## src/hdl/pilr_pkg.sv

```systemverilog
// pilr_pkg: shared constants and types for the pci intx link router
// used by pilr_byte_lane, pilr_route_table and pci_intx_link_router
`timescale 1ns / 1ps
`default_nettype none
package pilr_pkg;

   localparam int NUM_LANES  = 4;
   localparam int NUM_LINKS  = 4;
   localparam int ROUTE_W    = 4;
   localparam int LINK_W     = 2;

   localparam logic [7:0] ROUTE_BASE    = 8'h60;
   localparam logic [7:0] ROUTE_LAST    = 8'h63;
   localparam logic [7:0] ROUTE_OFF_BIT = 8'h80;
   localparam logic [3:0] ROUTE_MASK    = 4'hf;
   localparam logic [4:0] GSI_WRAP      = 5'd31;
   localparam logic [5:0] GSI_BASE      = 6'd16;

   typedef enum logic {
      ACTION_CFG_WRITE = 1'b0,
      ACTION_INTX      = 1'b1
   } action_type;

   typedef struct packed {
      logic               hit;
      logic [LINK_W-1:0]  link;
      logic [ROUTE_W-1:0] route;
   } lane_hit_type;

   typedef logic [NUM_LINKS-1:0][ROUTE_W-1:0] route_array_type;
   typedef lane_hit_type [NUM_LANES-1:0] lane_hits_type;

endpackage
`default_nettype wire

```

## src/hdl/pilr_byte_lane.sv

```systemverilog
// pilr_byte_lane: decodes one byte of a config write word against the link routes
// depends on pilr_pkg
`timescale 1ns / 1ps
`default_nettype none
module pilr_byte_lane (
   input  wire logic [1:0]          lane_idx,
   input  wire logic [7:0]          cfg_address,
   input  wire logic [7:0]          cfg_byte,
   input  wire logic [2:0]          cfg_length,
   output pilr_pkg::lane_hit_type   lane_hit
);

   logic [8:0] offset;
   logic       enabled;
   logic       in_range;

   always_comb begin
      offset   = {1'b0, cfg_address} + {7'd0, lane_idx};
      enabled  = {1'b0, lane_idx} < cfg_length;
      in_range = (offset >= {1'b0, pilr_pkg::ROUTE_BASE}) &&
                 (offset <= {1'b0, pilr_pkg::ROUTE_LAST});
      lane_hit.hit  = enabled && in_range;
      lane_hit.link = offset[pilr_pkg::LINK_W-1:0];
      if ((cfg_byte & pilr_pkg::ROUTE_OFF_BIT) != 8'd0) begin
         lane_hit.route = '0;
      end else begin
         lane_hit.route = cfg_byte[3:0] & pilr_pkg::ROUTE_MASK;
      end
   end

endmodule
`default_nettype wire

```

## src/hdl/pilr_route_table.sv

```systemverilog
// pilr_route_table: link route registers, merges the byte lane hits of a write
// depends on pilr_pkg
`timescale 1ns / 1ps
`default_nettype none
module pilr_route_table (
   input  wire logic                    clock,
   input  wire logic                    reset,
   input  wire logic                    write_en,
   input  wire pilr_pkg::lane_hits_type lane_hits,
   input  wire logic [pilr_pkg::LINK_W-1:0]  read_link,
   output logic [pilr_pkg::ROUTE_W-1:0]      read_route
);

   pilr_pkg::route_array_type routes_ff;
   pilr_pkg::route_array_type routes_in;

   always_comb begin
      routes_in = routes_ff;
      if (write_en) begin
         for (int k = 0; k < pilr_pkg::NUM_LANES; k++) begin
            if (lane_hits[k].hit) begin
               routes_in[lane_hits[k].link] = lane_hits[k].route;
            end
         end
      end
   end

   always_ff @(posedge clock) begin
      if (reset) begin
         routes_ff <= '0;
      end else begin
         routes_ff <= routes_in;
      end
   end

   assign read_route = routes_ff[read_link];

endmodule
`default_nettype wire

```

## src/hdl/pci_intx_link_router.sv

```systemverilog
// pci_intx_link_router: top level of the pci interrupt link router
// depends on pilr_pkg, pilr_byte_lane and pilr_route_table
//
// Four byte lanes decode a config write word in parallel and a merge stage
// updates the four link route registers in the cycle the word is accepted.
// An interrupt line word is turned into its swizzled gsi and routed isa irq
// and is held in the output register from the cycle after acceptance. One word is
// taken per cycle; a config write is taken even while a result is stalled,
// an interrupt word waits until the output register is free or draining.
`timescale 1ns / 1ps
`default_nettype none
module pci_intx_link_router (
   input  wire logic        clock,
   input  wire logic        reset,
   input  wire logic        req_valid,
   output logic             req_stall,
   input  wire logic        req_action,
   input  wire logic [7:0]  req_cfg_address,
   input  wire logic [31:0] req_cfg_data,
   input  wire logic [2:0]  req_cfg_length,
   input  wire logic [6:0]  req_intx_line,
   input  wire logic        req_line_level,
   output logic             rsp_valid,
   input  wire logic        rsp_stall,
   output logic [5:0]       rsp_gsi_number,
   output logic             rsp_gsi_level,
   output logic             rsp_isa_valid,
   output logic [3:0]       rsp_isa_number
);

   pilr_pkg::lane_hits_type lane_hits;
   logic        req_accept;
   logic        is_intx;
   logic        cfg_write;
   logic [4:0]  dev;
   logic [1:0]  pin;
   logic [4:0]  gsi_low;
   logic [1:0]  link;
   logic [3:0]  route;

   logic        valid_ff, valid_in;
   logic [5:0]  gsi_ff, gsi_in;
   logic        level_ff, level_in;
   logic        isa_valid_ff, isa_valid_in;
   logic [3:0]  isa_ff, isa_in;

   assign is_intx    = (req_action == pilr_pkg::ACTION_INTX);
   assign req_stall  = valid_ff && rsp_stall && is_intx;
   assign req_accept = req_valid && !req_stall;
   assign cfg_write  = req_accept && !is_intx;

   for (genvar g = 0; g < pilr_pkg::NUM_LANES; g++) begin : g_lane
      pilr_byte_lane u_lane (
         .lane_idx    (2'(g)),
         .cfg_address (req_cfg_address),
         .cfg_byte    (req_cfg_data[8*g +: 8]),
         .cfg_length  (req_cfg_length),
         .lane_hit    (lane_hits[g])
      );
   end

   pilr_route_table u_table (
      .clock      (clock),
      .reset      (reset),
      .write_en   (cfg_write),
      .lane_hits  (lane_hits),
      .read_link  (link),
      .read_route (route)
   );

   always_comb begin
      dev     = req_intx_line[6:2];
      pin     = req_intx_line[1:0];
      gsi_low = ({dev[2:0], 2'b00} + {3'd0, dev[4:3]} + {3'd0, pin}) & pilr_pkg::GSI_WRAP;
      link    = dev[1:0] + pin;

      valid_in     = valid_ff && rsp_stall;
      gsi_in       = gsi_ff;
      level_in     = level_ff;
      isa_valid_in = isa_valid_ff;
      isa_in       = isa_ff;
      if (req_accept && is_intx) begin
         valid_in     = 1'b1;
         gsi_in       = {1'b0, gsi_low} + pilr_pkg::GSI_BASE;
         level_in     = req_line_level;
         isa_valid_in = (route != 4'd0);
         isa_in       = route;
      end
   end

   always_ff @(posedge clock) begin
      if (reset) begin
         valid_ff <= 1'b0;
      end else begin
         valid_ff <= valid_in;
      end
      gsi_ff       <= gsi_in;
      level_ff     <= level_in;
      isa_valid_ff <= isa_valid_in;
      isa_ff       <= isa_in;
   end

   assign rsp_valid      = valid_ff;
   assign rsp_gsi_number = gsi_ff;
   assign rsp_gsi_level  = level_ff;
   assign rsp_isa_valid  = isa_valid_ff;
   assign rsp_isa_number = isa_ff;

   a_intx_gives_word : assert property (@(posedge clock) disable iff (reset)
      (req_accept && is_intx) |=> rsp_valid)
      else $error("interrupt word did not produce a result");

   a_cfg_no_word : assert property (@(posedge clock) disable iff (reset)
      (cfg_write && (!rsp_valid || !rsp_stall)) |=> !rsp_valid)
      else $error("config write produced a result");

   a_gsi_range : assert property (@(posedge clock) disable iff (reset)
      rsp_valid |-> (rsp_gsi_number >= pilr_pkg::GSI_BASE && rsp_gsi_number <= 6'd47))
      else $error("gsi out of range");

   a_isa_flag : assert property (@(posedge clock) disable iff (reset)
      rsp_valid |-> (rsp_isa_valid == (rsp_isa_number != 4'd0)))
      else $error("isa valid flag disagrees with route");

endmodule
`default_nettype wire
```

## config.mk

```make
export PLATFORM = sky130hd
export DESIGN_NAME = pci_intx_link_router
export DESIGN_NICKNAME = d
export VERILOG_FILES = /design/src/hdl/pilr_pkg.sv /design/src/hdl/pilr_byte_lane.sv /design/src/hdl/pilr_route_table.sv /design/src/hdl/pci_intx_link_router.sv
export SDC_FILE = /design/constraint.sdc
export NUM_CORES = 1
export LEC_CHECK = 0
export BUFFER_PORTS_ARGS = -buffer_cell sky130_fd_sc_hd__buf_4
export CORE_ASPECT_RATIO = 0.9
export CORE_MARGIN = 4
export CORE_UTILIZATION = 48
export DETAILED_ROUTE_END_ITERATION = 16
export GPL_ROUTABILITY_DRIVEN = 0
export HOLD_SLACK_MARGIN = 0.15
export PLACE_DENSITY = 0.73
export SETUP_SLACK_MARGIN = 0.15
export SLEW_MARGIN = 20
export SYNTH_ARGS = -nofsm -noshare
export SYNTH_HDL_FRONTEND = slang
export SYNTH_SLANG_ARGS = --single-unit
```

## constraint.sdc

```tcl
create_clock -name clock -period 3.8 [get_ports clock]
set_clock_uncertainty 0.1 [all_clocks]
set_input_delay 0.38 -clock clock [delete_from_list [all_inputs] [get_ports clock]]
set_output_delay 0.38 -clock clock [all_outputs]
set_load 0.01 [all_outputs]
```

==> results.toml, run 1 <==
[outcome]
status = "completed"

[sta]
maxSlewViolCount = 0
fmax_ghz = 0.374
layout_setup_ws_ns = 1.13
finalSetupViolations = 0
max_slew_margin_pct = 45.4
post-route-min-period_ns = 2.67
worstMarginPinSlew_ns = 0.818
rsz0062_at_grt = "false"
setup-tns-final_ns = 0
min_period_over_period_pct = 70.4
timing.final.hold_violations = 0

[grt]
grt_remaining_overflow = 0
grt_max_degree = 18
grt_usage_pct = 21.4
grt_pass1_vias = 2291
antenna_found_initial = 0
grt_pass1_wl_um = 11500

[finish]
layout_common_cells = "buf_4 (58), nor2_1 (18), dfxtp_1 (17)"
final_common_cell = "buf_4"
final_layout_size_suffix_gt1_share_pct = 33.1
syn_to_final_growth_pct = 18.9
nets = 397
stdcell_count = 396
antennaDiodeCount = 0

[flow_run]
drv_cap = 0

[synth]
synth_edf_count = 12
ys_seq_elements = 29
syn_nets = 349
synth_cells = 280
yosysWarnings = 0
syn_area_sq_um = 2700
synthFlopType = "dfxtp_1"
yosysSeqAreaShare_pct = 26.0
yosys.cell_types.count = 54
synthArstFlopShare_pct = 0
syn_avg_cell_area_sq_um = 9.63

[detailed_routing]
via_count = 2518
wirelength_um = 7450
drt-wirelength-per-cell_um = 18.8
ant_nets = 0
firstDrtPassIters = 5
first_iter_violations = 310
viasPerCell = 6.36
drc = 0

[placement]
portBuffers = 57
dp_hpwl_um = 5740
dp_cells = 388
place_ws_ns = 0.916

[critical_path]
path_cells = "buf_4 > ha_1 > a21bo_2 > o21ai_0 > nor2b_1 > a31oi_1 > a2111o_1 > a311oi_2"
cp.depth = 8
startpoint_type = "primary input"
r2r_start = "u_table.routes_ff[6]"
path_max_fanout = 12
rrSetupSlack_ns = 2.06
endpoint = "u_table.routes_ff[10]"
startpoint = "req_cfg_address[2]"
crit_type = "primary input to flip-flop"
crit_required_ns = 3.89
cp_slowest_cell = "nor2b_1"
crit_family = "compound AO/OA/AOI/OAI gates"
critPathArrivalTime_ns = 2.76
critical_path_buf_inv_count = 1
worst_path_largest_cell_delay_ns = 0.69
r2r_cells = 2
reg2reg_to = "rsp_isa_valid"
crit_path_end_kind = "flip-flop"

[die]
chipWidth_um = 87.0
initial_core_util_pct = 50.4
ioPinCount = 70
dieArea_sq_um = 6880
die-height_um = 79.1
rows = 25
coreArea_sq_um = 5350

[clocking]
cts_tree = "yes"
cts-root-buf = "clkbuf_8"
cts.clk_slew.worst_paths_ns = 0.06
ctsHoldBuffers = 0
postCtsSetupRepairBufs = 0
cts_made_buffers = 5
cts_buffer_depth = 2
clk_latency_ns = 0.29
cts.sinks = 29
cts_resized = 0
ctsHtreeMaxLevel = 2

[pwr]
power.total_mw = 0.850
powerDensity_nw_per_um2 = 265
ir_worst_vdd_mv = 0.193
power_leakage_nw = 1.19

[min_path]
holdCritPathClass = "primary input to flip-flop"
[registers in the layout, indices dropped and copies added (netlist names)]
name,flops
rsp_gsi_number,6
u_table.routes_ff,16
rsp_valid,1
rsp_isa_number,4
rsp_gsi_level,1
rsp_isa_valid,1
[how the worst min path moves through the flow]
stage | start | endpoint | slack [ns] | cells after the start
global placement | rsp_valid | rsp_valid | 0.38 | 2
floorplan | req_line_level | rsp_gsi_level | 0.38 | 0
global route | req_line_level | rsp_gsi_level | 0.16 | 1
finish | req_line_level | rsp_gsi_level | 0.18 | 1
detailed placement | rsp_valid | rsp_valid | 0.38 | 2
CTS | req_line_level | rsp_gsi_level | 0.18 | 1
[final cells by class]
| type | instances | area, sq um |
|---|---|---|
| Inverter | 9 | 33.8 |
| Fill cell | 480 | 2140 |
| Sequential cell | 29 | 701 |
| Tap cell | 67 | 83.8 |
| Clock inverter | 2 | 10.0 |
| Clock buffer | 6 | 72.6 |
| Timing Repair Buffer | 58 | 435 |
| Multi-Input combinational cell | 225 | 1870 |
[metrics by stage]
step           hold WS, ns  util (%)  cell area [sq um]
6_report             0.175      59.9               3210
5_1_grt              0.163      59.9               3210
4_1_cts              0.175      59.9               3200
3_5_place_dp         0.383      58.3               3120
3_3_place_gp         0.379      58.3               3120
2_1_floorplan        0.379         -               2700
[logic make-up after synthesis]
| kind of cell | Yosys count | share of synthesized area [%] |
|---|---|---|
| buffers and inverters | 26 | 4.78 |
| adder cells (fa/ha/maj) | 13 | 6.31 |
| flip-flops | 29 | 26.0 |
| multiplexers | 28 | 12.8 |
| AND/OR/NAND/NOR | 102 | 22.2 |
| AO/OA/AOI/OAI | 74 | 25.3 |
| XOR/XNOR | 8 | 2.60 |
[where the power goes]
| group | leakage (nW) | internal (mW) | switching [mW] |
|---|---|---|---|
| logic | 0.887 | 0.117 | 0.126 |
| registers | 0.254 | 0.348 | 0.0136 |
| clock network | 0.0450 | 0.127 | 0.120 |
[cell usage after synthesis (2+ instances only)]
master	number	area, sq um
edfxtp_1	12	360
nor4_1	4	25.0
and2b_1	2	15.0
o21ai_0	2	10.0
nand3b_1	4	30.0
nor3b_1	2	15.0
a21oi_2	4	35.0
ha_1	12	150
a311oi_2	12	180
nor3b_2	4	50.1
mux2i_1	12	120
buf_2	6	30.0
nor2_1	18	67.6
dfxtp_1	17	340
a21oi_1	15	75.1
mux4_2	4	90.1
clkbuf_1	5	18.8
nand3_1	15	75.1
a2111o_1	12	135
o22ai_1	3	18.8
buf_4	4	30.0
a211oi_1	3	22.5
nand2b_1	6	37.5
nor4bb_1	2	20.0
inv_1	8	30.0
mux2_2	12	135
nand2_1	13	48.8
nand4_1	4	25.0
nor2b_1	16	100
a31oi_1	13	81.3
xnor2_1	7	61.3
and2_1	5	31.3
[worst register-to-register path: cells and delay by family, from the launching register on]
family        cells  cell delay [ns]
simple gates      1             0.53
mux               1             0.49
flops             1             0.35
[routing by layer]
layer | vias up | track usage, % | routed length [um] | share of wire (%)
li1 | 1184 | - | - | -
met4 | 0 | 5.30 | 68 | 0.91
met2 | 158 | 32.6 | 3330 | 45
met5 | - | 0 | 0 | 0
met1 | 1169 | 30.4 | 3220 | 43
met3 | 7 | 5.08 | 826 | 11
No activity file was read; power rests on OpenSTA's default activity.
==> inputs of run 2 (changes only) <==
Settings changed: PLACE_DENSITY 0.73 to 0.75.
Clock period 3.8 ns to 2.45 ns, I/O delays scaled along.
==> run 2 against run 1 <==
Final area is 11% higher; largest cell class unchanged; global-route usage up 0.52 points; non-clock buffer count grew 24; via count up 4.3%; sequential cell count stayed put; die area unchanged.
==> results.toml, run 2 (synthesis gave the netlist of run 1 again) <==
[critical_path]
crit_required_ns = 2.50
crit_type = "primary input to flip-flop"
crit_path_end_kind = "flip-flop"
startpoint_type = "primary input"
path_max_fanout = 5
critPathArrivalTime_ns = 2.34

[grt]
busiest_layer = "met2"
grt_remaining_overflow = 0
gr-usage-met1_pct = 29.6
grt_pass1_wl_um = 11900
grt_max_degree = 18
grt_usage_pct = 22.0
met3_usage_pct = 4.88
grt_pass1_vias = 2425
grt.met2_usage_pct = 34.9
antenna_found_initial = 0

[pwr]
power_leakage_nw = 1.35
ir_worst_vdd_mv = 0.316
powerDensity_nw_per_um2 = 383

[sta]
timing.final.hold_violations = 0
finalSetupViolations = 0
min_period_over_period_pct = 93.2
worstMarginPinSlew_ns = 0.608
max_slew_margin_pct = 59.5
fmax_ghz = 0.438
rsz0062_at_grt = "true"
maxSlewViolCount = 0
setup-tns-final_ns = 0
post-route-min-period_ns = 2.28

[flow_run]
drv_cap = 0

[clocking]
cts-root-buf = "clkbuf_8"
cts_made_buffers = 5
cts.clk_slew.worst_paths_ns = 0.06
ctsHtreeMaxLevel = 2
cts_tree = "yes"
cts.sinks = 29
cts_buffer_depth = 2
clk_latency_ns = 0.28

[detailed_routing]
viasPerCell = 6.25
drt-wirelength-per-cell_um = 18.7
wirelength_um = 7830
first_iter_violations = 327
via_count = 2627
drc = 0
ant_nets = 0
firstDrtPassIters = 6

[finish]
final_layout_size_suffix_gt1_share_pct = 42.2
layout_common_cells = "buf_4 (75), nor2_1 (17), dfxtp_1 (17)"
largest_reg_flops = 16
nets = 421
antennaDiodeCount = 0
final_common_cell = "buf_4"
syn_to_final_growth_pct = 31.9
top_register = "u_table.routes_ff"
utilization_pct = 66.5

[die]
ioPinCount = 70
coreArea_sq_um = 5350
chipWidth_um = 87.0
die-height_um = 79.1
rows = 25
initial_core_util_pct = 50.4
dieArea_sq_um = 6880

[min_path]
holdCritPathClass = "primary input to flip-flop"

[placement]
dp_hpwl_um = 6010
portBuffers = 57

[outcome]
status = "completed"
## run 2: per-stage QoR
stage               hold slack, ns  worst slack, ns  cell area (sq um)  instances  power [mW]
global placement             0.328          -0.0480               3250        402       0.941
finish                       0.175            0.167               3560        420        1.36
floorplan                    0.244            0.160               2700        280       0.804
detailed placement           0.332           -0.142               3250        402       0.956
CTS                          0.167            0.162               3370        413        1.34
global route                 0.181           0.0608               3560        420        1.42
## run 2: path summary, 6_finish.rpt
path / from / to / slack (ns) / depth (start not counted)
setup / recovery: req_cfg_address[1] / u_table.routes_ff[5] / 0.17 / 11
hold / removal: req_action / rsp_valid / 0.18 / 3
setup reg to reg: u_table.routes_ff[14] / rsp_isa_valid / 0.73 / 2
hold reg to reg: rsp_valid / rsp_valid / 0.40 / 2
## run 2: layer usage
layer / vias up / routed length (um) / share of wire [%]
met5: - / 0 / 0
met3: 16 / 742 / 9.5
met1: 1250 / 3280 / 42
met2: 128 / 3660 / 47
met4: 0 / 150 / 1.9
li1: 1233 / - / -
## run 2: area by class of cell
cell class                 instances  area [sq um]
multi-input combinational        225          1990
fill                             429          1790
sequential                        29           701
timing repair buffer              82           659
tap                               67          83.8
clock buffer                       5          68.8
inverter                           9          37.5
clock inverter                     3          17.5
## run 2: repair_timing
action,CTS,global route
resized for setup,0,31
setup buffers,0,7
hold buffers,3,0
hold endpoints to repair,3,0
endpoints found under the setup margin,0,12
## run 2: worst max-delay path: stages
cell and delay [ns]:
buf_8 0.09, clkinvlp_4 0.15, ha_4 0.32, nor2_2 0.04, or3_4 0.33, a2111oi_4 0.52, buf_4 0.20, buf_6 0.13
nand2_2 0.09, nand3_1 0.12, a311oi_2 0.10
## run 2: where the power goes
group	internal [mW]	leakage, nW	total, mW	switching (mW)
Clock	0.195	0.0439	0.387	0.192
Combinational	0.206	1.06	0.417	0.211
Sequential	0.539	0.254	0.559	0.0203
Total	0.941	1.35	1.36	0.423
==> inputs of run 3 (changes only) <==
Settings changed: CORE_MARGIN 4 to default.
==> run 3 against run 2 <==
Worst hold slack worse by 0.015 ns; utilization down 1.6 points; die area down 14%; setup slack better by 0.014 ns; count of clock-buffer cells in the layout up 1; combinational power down 3%; critical path type unchanged; critical endpoint is now u_table.routes_ff[0]; largest cell class unchanged.
==> results.toml, run 3 (synthesis gave the netlist of run 1 again) <==
[placement]
dp_hpwl_um = 6000
post_dp_cell_area_sq_um = 3300
portBuffers = 57

[finish]
final_area_sq_um = 3450
final_common_cell = "buf_4"
layout_common_cells = "buf_4 (82), nor2_1 (18), dfxtp_1 (17)"
nets = 424
final_layout_size_suffix_gt1_share_pct = 38.5
top_register = "u_table.routes_ff"
antennaDiodeCount = 0
largest_reg_flops = 16
syn_to_final_growth_pct = 27.9

[outcome]
status = "completed"

[critical_path]
path_cells = "buf_4 > ha_1 > nor4bb_1 > a2bb2oi_1 > and2_1 > nor4_1 > a2111o_1 > a311oi_2"
startpoint_type = "primary input"
crit_path_end_kind = "flip-flop"
critPathArrivalTime_ns = 2.32
critical_path_buf_inv_count = 1
crit_type = "primary input to flip-flop"
crit_family = "simple AND/OR/NAND/NOR gates"
crit_required_ns = 2.50
worst_path_largest_cell_delay_ns = 0.65
path_max_fanout = 6
cp_slowest_cell = "nor4_1"

[clocking]
cts.sinks = 29
cts.clk_slew.worst_paths_ns = 0.06
cts_tree = "yes"
ctsHtreeMaxLevel = 2
clk_latency_ns = 0.28
cts_buffer_depth = 2
cts-root-buf = "clkbuf_8"
cts_made_buffers = 5

[detailed_routing]
ant_nets = 0
first_iter_violations = 387
drt-wirelength-per-cell_um = 18.0
wirelength_um = 7610
viasPerCell = 6.35
drc = 0
via_count = 2684
firstDrtPassIters = 5

[die]
initial_core_util_pct = 50.7
ioPinCount = 70
dieArea_sq_um = 5920
chipWidth_um = 81.0
rows = 25
coreArea_sq_um = 5320
die-height_um = 73.1

[grt]
grt_usage_pct = 27.0
antenna_found_initial = 0
grt_max_degree = 18
grt_remaining_overflow = 0
grt_pass1_wl_um = 12000
grt_pass1_vias = 2426

[sta]
setup-tns-final_ns = 0
timing.final.hold_violations = 0
holdWs_ns = 0.160
post-route-min-period_ns = 2.27
max_slew_margin_pct = 51.4
fmax_ghz = 0.441
min_period_over_period_pct = 92.6
rsz0062_at_grt = "true"
finalSetupViolations = 0
worstMarginPinSlew_ns = 0.722
maxSlewViolCount = 0

[pwr]
power.total_mw = 1.34
ir_worst_vdd_mv = 0.342
power_leakage_nw = 1.36
powerDensity_nw_per_um2 = 390

[flow_run]
drv_cap = 0

[min_path]
holdCritPathClass = "primary input to flip-flop"
-- run 3: cell types whose count changed in the layout (fill, tap and decap cells not counted), moves of 3 or more --
cell / before / now
nand3_1: 10 / 15
buf_4: 75 / 82
nand2_1: 10 / 13
nand3_2: 4 / 0
nor4_2: 3 / 0
nor4_1: 1 / 4
-- run 3: worst paths after layout --
kind         slack [ns]              endpoint                 start  cells past startpoint
max                0.18  u_table.routes_ff[0]    req_cfg_address[0]                      8
min                0.16             rsp_valid            req_action                      3
min reg2reg        0.39             rsp_valid             rsp_valid                      2
max reg2reg        0.72         rsp_isa_valid  u_table.routes_ff[4]                      2
-- run 3: repair_timing --
item,in CTS,in global routing
hold buffers,2,0
gates resized for setup,0,7
endpoints found under the setup margin,0,12
buffers inserted,0,2
hold endpoints to repair,2,0
-- run 3: layout make-up --
class,count,area [sq um]
clock buffer,6,72.6
clock inverter,2,10.0
fill,454,1870
inverter,9,33.8
multi-input combinational,225,1890
sequential,29,701
tap,67,83.8
timing repair buffer,85,656
-- run 3: worst register-to-register path: cells and delay by family, from the launching register on --
kind          cells  cell delay (ns)
simple gates      1             0.51
mux               1             0.51
flops             1             0.35
-- run 3: where the power goes --
part | total (mW) | switching [mW] | internal, mW | leakage, nW
combinational | 0.406 | 0.204 | 0.203 | 1.06
sequential | 0.561 | 0.0219 | 0.539 | 0.254
clock | 0.377 | 0.181 | 0.196 | 0.0450
-- run 3: metrics by stage --
step / instances / worst slack [ns] / util (%)
after floorplan: 280 / 0.160 / -
after global placement: 411 / -0.0305 / 62.1
after detailed placement: 411 / -0.0758 / 62.1
after CTS: 421 / 0.212 / 64.1
after global routing: 423 / 0.116 / 64.8
final: 423 / 0.181 / 64.8
-- run 3: metal layers --
layer	share of wire (%)	GRT usage [%]
met3	9.6	6.38
met4	2.4	7.14
met2	46	42.0
met1	42	37.4
met5	0	0
